<file path="src/design/tld_pkg.sv">
// Shared constants and field widths for the terminal line discipline.
package tld_pkg;

  localparam int CHAR_W     = 8;
  localparam int KIND_W     = 2;
  localparam int COUNT_W    = 5;
  localparam int CFG_IDX_W  = 2;
  localparam int CFG_DATA_W = 1;

  localparam int DEF_BUFFER_DEPTH = 256;
  localparam int DEF_MAX_READ     = 16;

  localparam logic [CFG_IDX_W-1:0] REG_CANONICAL = 2'd0;
  localparam logic [CFG_IDX_W-1:0] REG_ECHO      = 2'd1;
  localparam logic [CFG_IDX_W-1:0] REG_RAW       = 2'd2;

  localparam logic [KIND_W-1:0] KIND_ECHO   = 2'd0;
  localparam logic [KIND_W-1:0] KIND_DATA   = 2'd1;
  localparam logic [KIND_W-1:0] KIND_STATUS = 2'd2;

  localparam logic [CHAR_W-1:0] CH_BS = 8'h08;
  localparam logic [CHAR_W-1:0] CH_LF = 8'h0A;
  localparam logic [CHAR_W-1:0] CH_CR = 8'h0D;
  localparam logic [CHAR_W-1:0] CH_SP = 8'h20;

endpackage

</file>
<file path="src/design/tld_item_if.sv">
// Input channel carrying typed characters and read requests.
interface tld_item_if;
  logic                        valid;
  logic                        ready;
  logic                        func;
  logic [tld_pkg::CHAR_W-1:0]  char_in;
  logic [tld_pkg::COUNT_W-1:0] read_count;

  modport source (output valid, func, char_in, read_count, input ready);
  modport sink   (input valid, func, char_in, read_count, output ready);
endinterface

</file>
<file path="src/design/tld_result_if.sv">
// Output channel carrying echo bytes, read data bytes and status beats.
interface tld_result_if;
  logic                        valid;
  logic                        ready;
  logic [tld_pkg::KIND_W-1:0]  kind;
  logic [tld_pkg::CHAR_W-1:0]  data;
  logic                        accepted;
  logic                        line_done;
  logic                        input_ready;
  logic                        blocked;
  logic [tld_pkg::COUNT_W-1:0] bytes_read;
  logic                        line_available;
  logic                        last;

  modport source (output valid, kind, data, accepted, line_done, input_ready,
                  blocked, bytes_read, line_available, last, input ready);
  modport sink   (input valid, kind, data, accepted, line_done, input_ready,
                  blocked, bytes_read, line_available, last, output ready);
endinterface

</file>
<file path="src/design/tld_ram.sv">
// Generic single-write, single-read RAM with registered read data.
module tld_ram #(
  parameter int WIDTH = 8,
  parameter int DEPTH = 256
) (
  input  logic                     clk,
  input  logic                     wr_en,
  input  logic [$clog2(DEPTH)-1:0] wr_addr,
  input  logic [WIDTH-1:0]         wr_data,
  input  logic                     rd_en,
  input  logic [$clog2(DEPTH)-1:0] rd_addr,
  output logic [WIDTH-1:0]         rd_data
);

  logic [WIDTH-1:0] mem [DEPTH];

  always_ff @(posedge clk) begin
    if (wr_en) begin
      mem[wr_addr] <= wr_data;
    end
    if (rd_en) begin
      rd_data <= mem[rd_addr];
    end
  end

endmodule

</file>
<file path="src/design/tty_line_discipline_top.sv">
// Terminal input line discipline over a non-overwriting byte FIFO in RAM.
//
// The item channel takes typed characters (func 0) and read requests (func 1).
// The result channel returns echo bytes, read data bytes and one status beat,
// marked by last, for every item. The user must write registers through
// wr_en, wr_index and wr_data only while idle; the block does not enforce it.
// One item is worked on at a time; a new item is accepted as soon as the
// status of the previous one sits in the output register.
// A character goes from idle through the echo state, if echo is on, and then
// to the status state; a backspace first reads the newest byte from the RAM.
// A read issues the first RAM read when it is accepted, then fetches the next
// address while a byte is sent.
// Reset empties the FIFO and restores canonical mode with echo on; RAM
// contents are not cleared. When the receiver stalls, the output register
// holds its beat and the sequencer waits; no result is dropped.
module tty_line_discipline_top #(
  parameter int BUFFER_DEPTH = tld_pkg::DEF_BUFFER_DEPTH,
  parameter int MAX_READ     = tld_pkg::DEF_MAX_READ
) (
  input  logic                           clk,
  input  logic                           rst,
  input  logic                           wr_en,
  input  logic [tld_pkg::CFG_IDX_W-1:0]  wr_index,
  input  logic [tld_pkg::CFG_DATA_W-1:0] wr_data,
  tld_item_if.sink                       item,
  tld_result_if.source                   result
);

  localparam int AW = $clog2(BUFFER_DEPTH);
  localparam int CW = $clog2(BUFFER_DEPTH + 1);
  localparam int MW = (CW > tld_pkg::COUNT_W) ? CW : tld_pkg::COUNT_W;
  localparam logic [AW-1:0] DEPTH_M1 = AW'(BUFFER_DEPTH - 1);
  localparam logic [CW-1:0] DEPTH_C  = CW'(BUFFER_DEPTH);

  typedef enum logic [2:0] {
    S_IDLE,
    S_BS_READ,
    S_ECHO,
    S_RD_DATA,
    S_STATUS
  } state_t;

  state_t state;

  logic cfg_canon, cfg_echo, cfg_raw;
  logic [AW-1:0] head_ptr, tail_ptr;
  logic [CW-1:0] fill_count, newline_count;
  logic [tld_pkg::CHAR_W-1:0] echo_byte;
  logic [1:0] echo_cnt;
  logic echo_bs;
  logic st_acc, st_lc, st_ir, st_blk;
  logic [tld_pkg::COUNT_W-1:0] st_nread, take_left;

  logic out_valid, out_acc, out_lc, out_ir, out_blk, out_lavail, out_last;
  logic [tld_pkg::KIND_W-1:0] out_kind;
  logic [tld_pkg::CHAR_W-1:0] out_data;
  logic [tld_pkg::COUNT_W-1:0] out_nread;

  logic accept, editing, out_free, out_load, is_bs, is_lf, is_cr, push_ok;
  logic do_push, do_bs, rd_start, emit_byte, byte_lf, stop;
  logic [AW-1:0] head_inc, tail_inc, tail_dec;
  logic [tld_pkg::COUNT_W-1:0] sat_count, take_init;
  logic [MW-1:0] cnt_ext, fill_ext;
  logic [CW-1:0] nl_after_byte;

  logic ram_rd_en;
  logic [AW-1:0] ram_rd_addr;
  logic [tld_pkg::CHAR_W-1:0] ram_rdata;

  assign item.ready = (state == S_IDLE);
  assign accept     = item.valid && item.ready;
  assign editing    = cfg_canon && !cfg_raw;
  assign out_free   = !out_valid || result.ready;
  assign out_load   = out_free && ((state == S_ECHO) || (state == S_RD_DATA) ||
                                   (state == S_STATUS));
  assign is_bs      = (item.char_in == tld_pkg::CH_BS);
  assign is_lf      = (item.char_in == tld_pkg::CH_LF);
  assign is_cr      = (item.char_in == tld_pkg::CH_CR);
  assign push_ok    = (fill_count != DEPTH_C);

  assign head_inc = (head_ptr == DEPTH_M1) ? '0 : head_ptr + AW'(1);
  assign tail_inc = (tail_ptr == DEPTH_M1) ? '0 : tail_ptr + AW'(1);
  assign tail_dec = (tail_ptr == '0) ? DEPTH_M1 : tail_ptr - AW'(1);

  always_comb begin
    if (int'(item.read_count) > MAX_READ) begin
      sat_count = tld_pkg::COUNT_W'(MAX_READ);
    end else begin
      sat_count = item.read_count;
    end
    cnt_ext  = MW'(sat_count);
    fill_ext = MW'(fill_count);
    if (fill_ext < cnt_ext) begin
      take_init = tld_pkg::COUNT_W'(fill_ext);
    end else begin
      take_init = sat_count;
    end
  end

  assign do_push  = accept && !item.func && !(editing && is_bs) && push_ok;
  assign do_bs    = accept && !item.func && editing && is_bs && (fill_count != '0);
  assign rd_start = accept && item.func && !(cfg_canon && newline_count == '0)
                    && (take_init != '0);

  assign emit_byte     = (state == S_RD_DATA) && out_free;
  assign byte_lf       = (ram_rdata == tld_pkg::CH_LF);
  assign stop          = (take_left == tld_pkg::COUNT_W'(1)) || (cfg_canon && byte_lf);
  assign nl_after_byte = newline_count - CW'(byte_lf);

  assign ram_rd_en = do_bs || rd_start || (emit_byte && !stop);
  always_comb begin
    if (do_bs) begin
      ram_rd_addr = tail_dec;
    end else if (emit_byte) begin
      ram_rd_addr = head_inc;
    end else begin
      ram_rd_addr = head_ptr;
    end
  end

  tld_ram #(
    .WIDTH (tld_pkg::CHAR_W),
    .DEPTH (BUFFER_DEPTH)
  ) u_store (
    .clk     (clk),
    .wr_en   (do_push),
    .wr_addr (tail_ptr),
    .wr_data (item.char_in),
    .rd_en   (ram_rd_en),
    .rd_addr (ram_rd_addr),
    .rd_data (ram_rdata)
  );

  always_ff @(posedge clk) begin
    if (rst) begin
      state         <= S_IDLE;
      cfg_canon     <= 1'b1;
      cfg_echo      <= 1'b1;
      cfg_raw       <= 1'b0;
      head_ptr      <= '0;
      tail_ptr      <= '0;
      fill_count    <= '0;
      newline_count <= '0;
      out_valid     <= 1'b0;
    end else begin
      if (wr_en) begin
        case (wr_index)
          tld_pkg::REG_CANONICAL: cfg_canon <= wr_data[0];
          tld_pkg::REG_ECHO:      cfg_echo  <= wr_data[0];
          tld_pkg::REG_RAW:       cfg_raw   <= wr_data[0];
          default: ;
        endcase
      end

      if (out_load) begin
        out_valid <= 1'b1;
      end else if (result.ready) begin
        out_valid <= 1'b0;
      end

      if (do_push) begin
        tail_ptr      <= tail_inc;
        fill_count    <= fill_count + CW'(1);
        newline_count <= newline_count + CW'(is_lf);
      end

      case (state)
        S_IDLE: begin
          if (accept) begin
            st_nread  <= '0;
            echo_byte <= item.char_in;
            echo_bs   <= 1'b0;
            echo_cnt  <= 2'd1;
            if (item.func) begin
              take_left <= take_init;
              st_acc    <= 1'b0;
              st_lc     <= 1'b0;
              st_ir     <= 1'b0;
              st_blk    <= cfg_canon && (newline_count == '0);
              state     <= rd_start ? S_RD_DATA : S_STATUS;
            end else if (!editing) begin
              st_acc <= push_ok;
              st_lc  <= 1'b0;
              st_ir  <= 1'b1;
              st_blk <= 1'b0;
              state  <= (push_ok && cfg_echo) ? S_ECHO : S_STATUS;
            end else if (is_bs) begin
              st_acc <= 1'b1;
              st_lc  <= 1'b0;
              st_ir  <= 1'b0;
              st_blk <= 1'b0;
              state  <= (fill_count != '0) ? S_BS_READ : S_STATUS;
            end else begin
              st_acc <= push_ok;
              st_lc  <= !push_ok || is_lf || is_cr;
              st_ir  <= !push_ok || is_lf || is_cr;
              st_blk <= 1'b0;
              state  <= (push_ok && cfg_echo) ? S_ECHO : S_STATUS;
            end
          end
        end
        S_BS_READ: begin
          tail_ptr      <= tail_dec;
          fill_count    <= fill_count - CW'(1);
          newline_count <= nl_after_byte;
          echo_bs       <= 1'b1;
          echo_cnt      <= 2'd3;
          state         <= cfg_echo ? S_ECHO : S_STATUS;
        end
        S_ECHO: begin
          if (out_free) begin
            out_kind   <= tld_pkg::KIND_ECHO;
            out_acc    <= 1'b0;
            out_lc     <= 1'b0;
            out_ir     <= 1'b0;
            out_blk    <= 1'b0;
            out_nread  <= '0;
            out_lavail <= (newline_count != '0);
            out_last   <= 1'b0;
            if (!echo_bs) begin
              out_data <= echo_byte;
            end else if (echo_cnt == 2'd2) begin
              out_data <= tld_pkg::CH_SP;
            end else begin
              out_data <= tld_pkg::CH_BS;
            end
            echo_cnt <= echo_cnt - 2'd1;
            if (echo_cnt == 2'd1) begin
              state <= S_STATUS;
            end
          end
        end
        S_RD_DATA: begin
          if (emit_byte) begin
            out_kind      <= tld_pkg::KIND_DATA;
            out_data      <= ram_rdata;
            out_acc       <= 1'b0;
            out_lc        <= 1'b0;
            out_ir        <= 1'b0;
            out_blk       <= 1'b0;
            out_nread     <= '0;
            out_lavail    <= (nl_after_byte != '0);
            out_last      <= 1'b0;
            head_ptr      <= head_inc;
            fill_count    <= fill_count - CW'(1);
            newline_count <= nl_after_byte;
            st_nread      <= st_nread + tld_pkg::COUNT_W'(1);
            take_left     <= take_left - tld_pkg::COUNT_W'(1);
            if (stop) begin
              state <= S_STATUS;
            end
          end
        end
        S_STATUS: begin
          if (out_free) begin
            out_kind   <= tld_pkg::KIND_STATUS;
            out_data   <= '0;
            out_acc    <= st_acc;
            out_lc     <= st_lc;
            out_ir     <= st_ir;
            out_blk    <= st_blk;
            out_nread  <= st_nread;
            out_lavail <= (newline_count != '0);
            out_last   <= 1'b1;
            state      <= S_IDLE;
          end
        end
        default: state <= S_IDLE;
      endcase
    end
  end

  assign result.valid          = out_valid;
  assign result.kind           = out_kind;
  assign result.data           = out_data;
  assign result.accepted       = out_acc;
  assign result.line_done      = out_lc;
  assign result.input_ready    = out_ir;
  assign result.blocked        = out_blk;
  assign result.bytes_read     = out_nread;
  assign result.line_available = out_lavail;
  assign result.last           = out_last;

  a_fill_bound: assert property (@(posedge clk) disable iff (rst)
    fill_count <= DEPTH_C)
    else $error("fill count above buffer depth");

  a_newline_bound: assert property (@(posedge clk) disable iff (rst)
    newline_count <= fill_count)
    else $error("more newlines counted than bytes stored");

  a_accept_after_status: assert property (@(posedge clk) disable iff (rst)
    accept |-> (!result.valid || result.last))
    else $error("item accepted while results of the previous item are pending");

  a_blocked_empty: assert property (@(posedge clk) disable iff (rst)
    (result.valid && result.blocked) |-> (result.bytes_read == '0 && result.last))
    else $error("blocked status with data returned");

endmodule
</file>
<file path="src/flat_wrapper.sv">
// flat-port wrapper written by rule: the top's interface ports become plain ports
module tty_line_discipline_top_flat 
#(
  parameter int BUFFER_DEPTH = tld_pkg::DEF_BUFFER_DEPTH,
  parameter int MAX_READ     = tld_pkg::DEF_MAX_READ
)
  (clk, rst, wr_en, wr_index, wr_data, item_valid, item_func, item_char_in, item_read_count, item_ready, result_valid, result_kind, result_data, result_accepted, result_line_done, result_input_ready, result_blocked, result_bytes_read, result_line_available, result_last, result_ready);
  tld_item_if item_i ();
  tld_result_if result_i ();
  input  logic clk;
  input  logic rst;
  input  logic wr_en;
  input  logic [tld_pkg::CFG_IDX_W-1:0] wr_index;
  input  logic [tld_pkg::CFG_DATA_W-1:0] wr_data;
  input wire logic [$bits(item_i.valid)-1:0] item_valid;
  input wire logic [$bits(item_i.func)-1:0] item_func;
  input wire logic [$bits(item_i.char_in)-1:0] item_char_in;
  input wire logic [$bits(item_i.read_count)-1:0] item_read_count;
  output wire logic [$bits(item_i.ready)-1:0] item_ready;
  output wire logic [$bits(result_i.valid)-1:0] result_valid;
  output wire logic [$bits(result_i.kind)-1:0] result_kind;
  output wire logic [$bits(result_i.data)-1:0] result_data;
  output wire logic [$bits(result_i.accepted)-1:0] result_accepted;
  output wire logic [$bits(result_i.line_done)-1:0] result_line_done;
  output wire logic [$bits(result_i.input_ready)-1:0] result_input_ready;
  output wire logic [$bits(result_i.blocked)-1:0] result_blocked;
  output wire logic [$bits(result_i.bytes_read)-1:0] result_bytes_read;
  output wire logic [$bits(result_i.line_available)-1:0] result_line_available;
  output wire logic [$bits(result_i.last)-1:0] result_last;
  input wire logic [$bits(result_i.ready)-1:0] result_ready;
  assign item_i.valid = item_valid;
  assign item_i.func = item_func;
  assign item_i.char_in = item_char_in;
  assign item_i.read_count = item_read_count;
  assign item_ready = item_i.ready;
  assign result_valid = result_i.valid;
  assign result_kind = result_i.kind;
  assign result_data = result_i.data;
  assign result_accepted = result_i.accepted;
  assign result_line_done = result_i.line_done;
  assign result_input_ready = result_i.input_ready;
  assign result_blocked = result_i.blocked;
  assign result_bytes_read = result_i.bytes_read;
  assign result_line_available = result_i.line_available;
  assign result_last = result_i.last;
  assign result_i.ready = result_ready;
  tty_line_discipline_top #(.BUFFER_DEPTH(BUFFER_DEPTH), .MAX_READ(MAX_READ)) u_core (.clk(clk), .rst(rst), .wr_en(wr_en), .wr_index(wr_index), .wr_data(wr_data), .item(item_i), .result(result_i));
endmodule
</file>
<file path="config.mk">
export PLATFORM = sky130hd
export DESIGN_NAME = tty_line_discipline_top_flat
export DESIGN_NICKNAME = d
export VERILOG_FILES = /design/src/design/tld_pkg.sv /design/src/design/tld_item_if.sv /design/src/design/tld_result_if.sv /design/src/design/tld_ram.sv /design/src/design/tty_line_discipline_top.sv /design/src/flat_wrapper.sv
export SDC_FILE = /design/constraint.sdc
export NUM_CORES = 2
export LEC_CHECK = 0
export BUFFER_PORTS_ARGS = -buffer_cell sky130_fd_sc_hd__buf_4
export CAP_MARGIN = 10
export CORE_UTILIZATION = 40
export CTS_BUF_LIST = sky130_fd_sc_hd__clkbuf_16
export DETAILED_ROUTE_END_ITERATION = 16
export GPL_TIMING_DRIVEN = 0
export PLACE_DENSITY = 0.59
export SLEW_MARGIN = 30
export SYNTH_ARGS = -nofsm -noshare
export SYNTH_HDL_FRONTEND = slang
export SYNTH_SLANG_ARGS = --single-unit
export TNS_END_PERCENT = 30
</file>
<file path="constraint.sdc">
create_clock -name clk -period 4.3 [get_ports clk]
set_input_delay 0.86 -clock clk [delete_from_list [all_inputs] [get_ports clk]]
set_output_delay 0.86 -clock clk [all_outputs]
set_load 0.02 [all_outputs]
</file>
* Yosys cells after proc, flatten, opt, wreduce, memory -nomap -nowiden
Memory sizes are Yosys's and may differ from the RTL's. A register that Yosys moved wholly into a read port is not among the register bits. Index checks and enable logic that the tools add are counted.
Cells by class: add/subtract/negate cells 10, order comparisons 2, eq/ne operators 24, multiplexer cells 78, bitwise gates (word level) 2, reductions and logical operators 61
Operators with widths (count):
- 8-bit two-way mux | 11
- 5-bit two-way mux | 10
- 3-bit two-way mux | 13
- 9-bit two-way mux | 4
- 9-bit case mux with 2 select lines | 2
- 8-bit by 4-bit == test with 1-bit output (second input constant) | 4
- 9-bit nonzero test | 3
- 8-bit case mux with 3 select lines | 1
- 5-bit case mux with 2 select lines | 2
- 1-bit logical AND | 18
- 1-bit two-way mux | 18
- 8-bit by 1-bit adder with 8-bit output (second input constant) | 2
- 8-bit == test (second input constant) | 2
- 1-bit case mux with 3 select lines | 5
- 3-bit case mux with 5 select lines | 1
- 5-bit case mux with 3 select lines | 1
- 2-bit case mux with 3 select lines | 2
- 4-bit AND reduction | 3
- 2-bit two-way mux | 5
- 2-bit by 1-bit != test with 1-bit output (second input constant) | 5
- 5-bit AND reduction | 2
- 2-bit nonzero test | 5
- 9-bit by 1-bit adder with 9-bit output | 1
- 9-bit by 1-bit adder with 9-bit output (second input constant) | 1
- 31 further kinds | 56
Word-level totals: bits in registers 87, memory bits (writable) 2048, output and inout bits 23, word-level logic and storage cells 205, memories kept 1
Memories:
- u_core.u_store.mem | depth 256, width 8, rd ports 1, clocked after Yosys merged registers in 1, wr ports 1, line tld_ram.sv:15 | logic [WIDTH-1:0] mem [DEPTH];

* Logic depth before layout (Yosys ltp)
depth after elaboration 10, gate-level depth with buffers 18, depth with buffers taken out 12

* Cells and area by module
A second synthesis with hierarchy kept.
Second synthesis, totals: cells, all modules 4299, area, all modules 84778.8 um^2
Modules (own cells, without submodules):
- tld_ram | times used 1, cells each 3733, area an instance 79636.4 um^2, seq. area each 61739.2 um^2
- tty_line_discipline_top | times used 1, cells each 566, area an instance 5142.4 um^2, seq. area each 2172.1 um^2

* Least setup slack after synthesis
No wires, ideal clock.
path type in2reg, start in item_char_in[7], end reg u_core.u_store.rd_data[6], read port of u_core.u_store.mem, data pin, library setup time 0.266 ns, arrival 3.668 ns, setup slack 0.366 ns, stages on the path 13, cell sequence nor4_1 nand2_1 or4_1 buf_2 mux2i_4 buf_4 nand2_2 clkbuf_1 o22ai_1 nor4_1 nor2_1 nor4_1 nor4_1
On the way: word-level cells in the longest chain between the ends 5, elaborated cells between the ends (all ways) 6, those cells by class 1 x eq/ne; 1 x mux; 4 x reduce/logical
RTL lines:
- from (decl) | line flat_wrapper.sv:17 | input wire logic [$bits(item_i.char_in)-1:0] item_char_in;
- 8-bit by 4-bit == test with 1-bit output (*) | line tty_line_discipline_top.sv:76 | assign is_bs = (item.char_in == tld_pkg::CH_BS);
- 1-bit logical AND (*) (2 in series) | line tty_line_discipline_top.sv:101 | assign do_bs = accept && !item.func && editing && is_bs && (fill_count != '0);
- 1-bit logical OR (2 in series) | line tty_line_discipline_top.sv:110 | assign ram_rd_en = do_bs || rd_start || (emit_byte && !stop);
- to (decl) | line tld_ram.sv:12 | output logic [WIDTH-1:0] rd_data
Mark *: on every way between the ends. The rest lies on a longest branch, timed or not. A chain may end at the register's enable or synchronous reset.

* Worst setup path in the final report
start in item_char_in[4], end reg u_core.u_store.rd_data[5], read port of u_core.u_store.mem, data pin
The elaborated chain is that of the path after synthesis.

==> reports/qor.yml <==
setup_path:
  cp_max_fo: 77
  path_cells: "buf_8 -> buf_16 -> nor4_4 -> buf_4 -> nand4b_1 -> buf_6 -> a2111oi_4 -> a21o_1 -> buf_12 -> buf_16 -> buf_16 -> buf_4 -> buf_12 -> mux2i_1 -> o22ai_2 -> nor4_1 -> nor2_1 -> nor4_4 -> nor4_4"
  required_ns: 4.91
  crit_type: "in2reg"
  r2r_slack_ns: -0.41
  path_delay_family: "simple AND/OR/NAND/NOR gates"
  r2r-start: "u_core.state[0]"
  crit_path_start: "item_char_in[4]"
  cp.arrival_ns: 5.38
  crit_slowest_cell: "nor4_4"
  cp_num_buf_inv: 9
  startpoint_type: "primary input"
  critPathMaxStageDelay_ns: 0.61
  endpoint_kind: "flop"
timing:
  final-max-slew-violation-count: 0
  finalHoldWorstSlack_ns: 0.189
  timing.final.crit_period_ns: 4.76
  fmaxAchievable_mhz: 210
  slew_headroom_pct: 20.4
  final_hold_viol_count: 0
  clock_skew_ns: 0.0417
  rsz0062_at_grt: "yes"
  setup_viol: 243
  setup_ws_ns: -0.463
  worst_pin_slew_ns: 1.19
  period_share_pct: 111
finish:
  multi_input_area_um2: 23300
  syn2layout_area_growth_pct: 21.4
  final_cells: 9694
  final_net_count: 6718
  n_fill_cell: 18200
  drive_gt1_share_pct: 19.7
  final_core_util_pct: 49.0
  register_area_um2: 63900
clocking:
  clock-sinks: 2142
  numCtsBuffers: 216
  cts_tree: "built"
  cts_max_path_buffers: 3
  cts_hold_buf: 0
  htreeDepth: 4
  clkLatencyLatePin_ns: 0.90
  cts_root_buf: "clkbuf_16"
  path_clk_slew_ns: 0.06
global_route:
  grt_max_degree: 164
  overflow: 0
  grtUsageTotal_pct: 33.9
  grt_pass1_vias: 55800
  grt_pass1_wl_um: 492000
  antenna_found_initial: 29
synthesis:
  synth.most_common_cell: "edfxtp_1"
  yosysTopAreaCell: "edfxtp_1"
  synth_top_area_share_pct: 73.5
  ys_seq_area_share_pct: 74.5
  synth_ff_type: "edfxtp_1"
  synthTopCellsByArea: "edfxtp_1 (73%), nand2_1 (6.0%), mux2i_1 (4.6%)"
  synth_cell_types: 79
  synthCells: 6277
  synth_common_cells: "edfxtp_1 (2101), nand2_1 (1367), nand3_1 (562)"
  avgSynthCellArea_um2: 13.7
  yosys_warnings: 0
  synth_area_um2: 85800
  async_flop_share_pct: 0
  synth_edf_count: 2101
  syn_nets: 6320
  synth_seq_cells: 2142
hold_path:
  holdCritStartpoint: "wr_data"
  hold_path.class: "in2reg"
floorplan:
  die-width_um: 465
  die-height_um: 465
  start_util_pct: 40.4
  rows: 169
  die_area_um2: 216000
  core-area_um2: 213000
  ios: 45
pwr:
  p_int_mw: 33.6
  seq_power_share_pct: 52.7
  p_sw_mw: 10.0
  power_mw: 43.6
  pwr-share-clk_pct: 42.5
  vdd_drop_max_mv: 0.470
  p_leak_nw: 36.7
  combPwrFrac_pct: 4.7
  sw_frac_of_total_pct: 22.9
  powerDensity_nw_per_um2: 419
routing:
  wl_per_cell_um: 38.8
  drt_iter0_drc: 11700
  final_antenna_net_count: 0
  vias_per_cell: 6.36
  wl_um: 377000
  vias: 61600
  drc: 0
  dr.pass1.iters: 11
placed_design:
  preCtsSetupSlack_ns: -3.28
  dp.cells: 9193
  place_congestion: 1.03
  place.port_buffers: 44
  place_hpwl_um: 253000
outcome:
  outcome: "finished, violations left"
  violations: "negative setup slack"
flow_run:
  maxCapViolations: 0
==> routing by layer <==
layer	GRT usage [%]	vias up	wire length, um	share of wire, %
li1	-	24300	-	-
met1	44.3	31000	135000	36
met2	48.2	5146	156000	41
met3	11.4	1187	55600	15
met5	0.307	-	506	0.13
met4	21.7	18	29600	7.9
==> power groups by stage <==
| stage | clock network, mW | logic [mW] | registers (mW) |
|---|---|---|---|
| 6_report | 18.6 | 2.07 | 23.0 |
| 4_1_cts | 18.4 | 1.91 | 23.0 |
| 3_3_place_gp | 0 | 1.53 | 23.5 |
| 2_1_floorplan | 0 | 0.592 | 23.5 |
| 5_1_grt | 19.2 | 2.09 | 23.0 |
| 3_5_place_dp | 0 | 1.68 | 23.5 |
==> placed cells by master (no fill, tap or decap), types with 17 or more instances in the layout <==
cell type  count
nor2_4        94
clkbuf_4      42
xnor2_1       23
inv_1         88
and2_1        17
nor2_1       123
buf_4        165
clkinv_2      39
dfxtp_1       37
clkbuf_16    226
a31oi_1       24
clkbuf_1      38
nand4_1       87
buf_6         64
nor2_2       150
ha_1          18
buf_12        54
a21oi_2       19
diode_2       17
a32oi_1       41
o22ai_1      118
buf_8         40
nor3_1        52
nor4_2        25
nand3_2       38
nor4_1        37
o21ai_0       26
buf_2         26
nand2_1     1361
buf_16        46
nand3_1      501
clkinv_1      48
edfxtp_1    2101
nand3_4       23
clkbuf_2      62
mux2i_1      383
a21oi_1      246
nor4_4        52
o22ai_2       23
==> through the flow <==
step / TNS (ns) / instance area (um^2)
after detailed placement: -2748.83 / 91600
after floorplan: 0 / 85800
after global placement: -8967.07 / 89700
after global routing: -24.32 / 104000
final: -35.81 / 104000
after CTS: -6.69 / 103000
==> logic make-up (layout without fill, tap and decap cells) <==
| family | after synthesis | in the layout | synth area share, % |
|---|---|---|---|
| buffers and inverters | 420 | 999 | 2.39 |
| and+or+nand+nor | 2648 | 2648 | 13.4 |
| xor gates and xnor gates | 30 | 30 | 0.306 |
| adders and majority gates | 21 | 21 | 0.306 |
| AOI/OAI and AO/OA | 620 | 620 | 4.47 |
| DFF | 2142 | 2142 | 74.5 |
| muxes | 396 | 396 | 4.64 |
| other | 0 | 17 | 0 |
==> state kept, by name, summed over array words and instances (netlist names), 8 cells and up <==
signal,flops
u_core.u_store.rd_data,8
u_core.tail_ptr,8
u_core.u_store.mem,2048
u_core.newline_count,9
u_core.head_ptr,8
u_core.echo_byte,8
u_core.fill_count,9
u_core.result.data,8
==> path summary, 6_finish.rpt <==
path / end / depth (start not counted)
hold / removal: u_core.cfg_canon / 2
hold reg to reg: u_core.result.input_ready / 1
setup / recovery: u_core.u_store.rd_data[5] / 19
setup reg to reg: u_core.u_store.rd_data[5] / 15
==> final cells by class <==
type                       count  area share (%)
sequential                  2142            61.4
multi-input combinational   3715            22.4
clock buffer                 217            5.21
buffer                       386            3.51
tap                         2821            3.39
timing repair buffer         185            2.63
clock inverter               182            1.34
inverter                      29           0.104
antenna                       17          0.0408
==> worst reg2reg max path: cells and delay by family (launching register included) <==
kind / cells / cell delay, ns
simple gates: 5 / 1.71
flops: 1 / 0.35
compound gates: 4 / 1.32
mux: 1 / 0.12
buf+inv: 5 / 0.93
==> timing repair <==
action,4_1_cts,5_1_grt
gates cloned,5,8
pin swaps,89,57
gates resized for setup,943,164
setup endpoints to repair,1973,1002
buffers inserted,47,33
(Power assumes the default switching activity.)
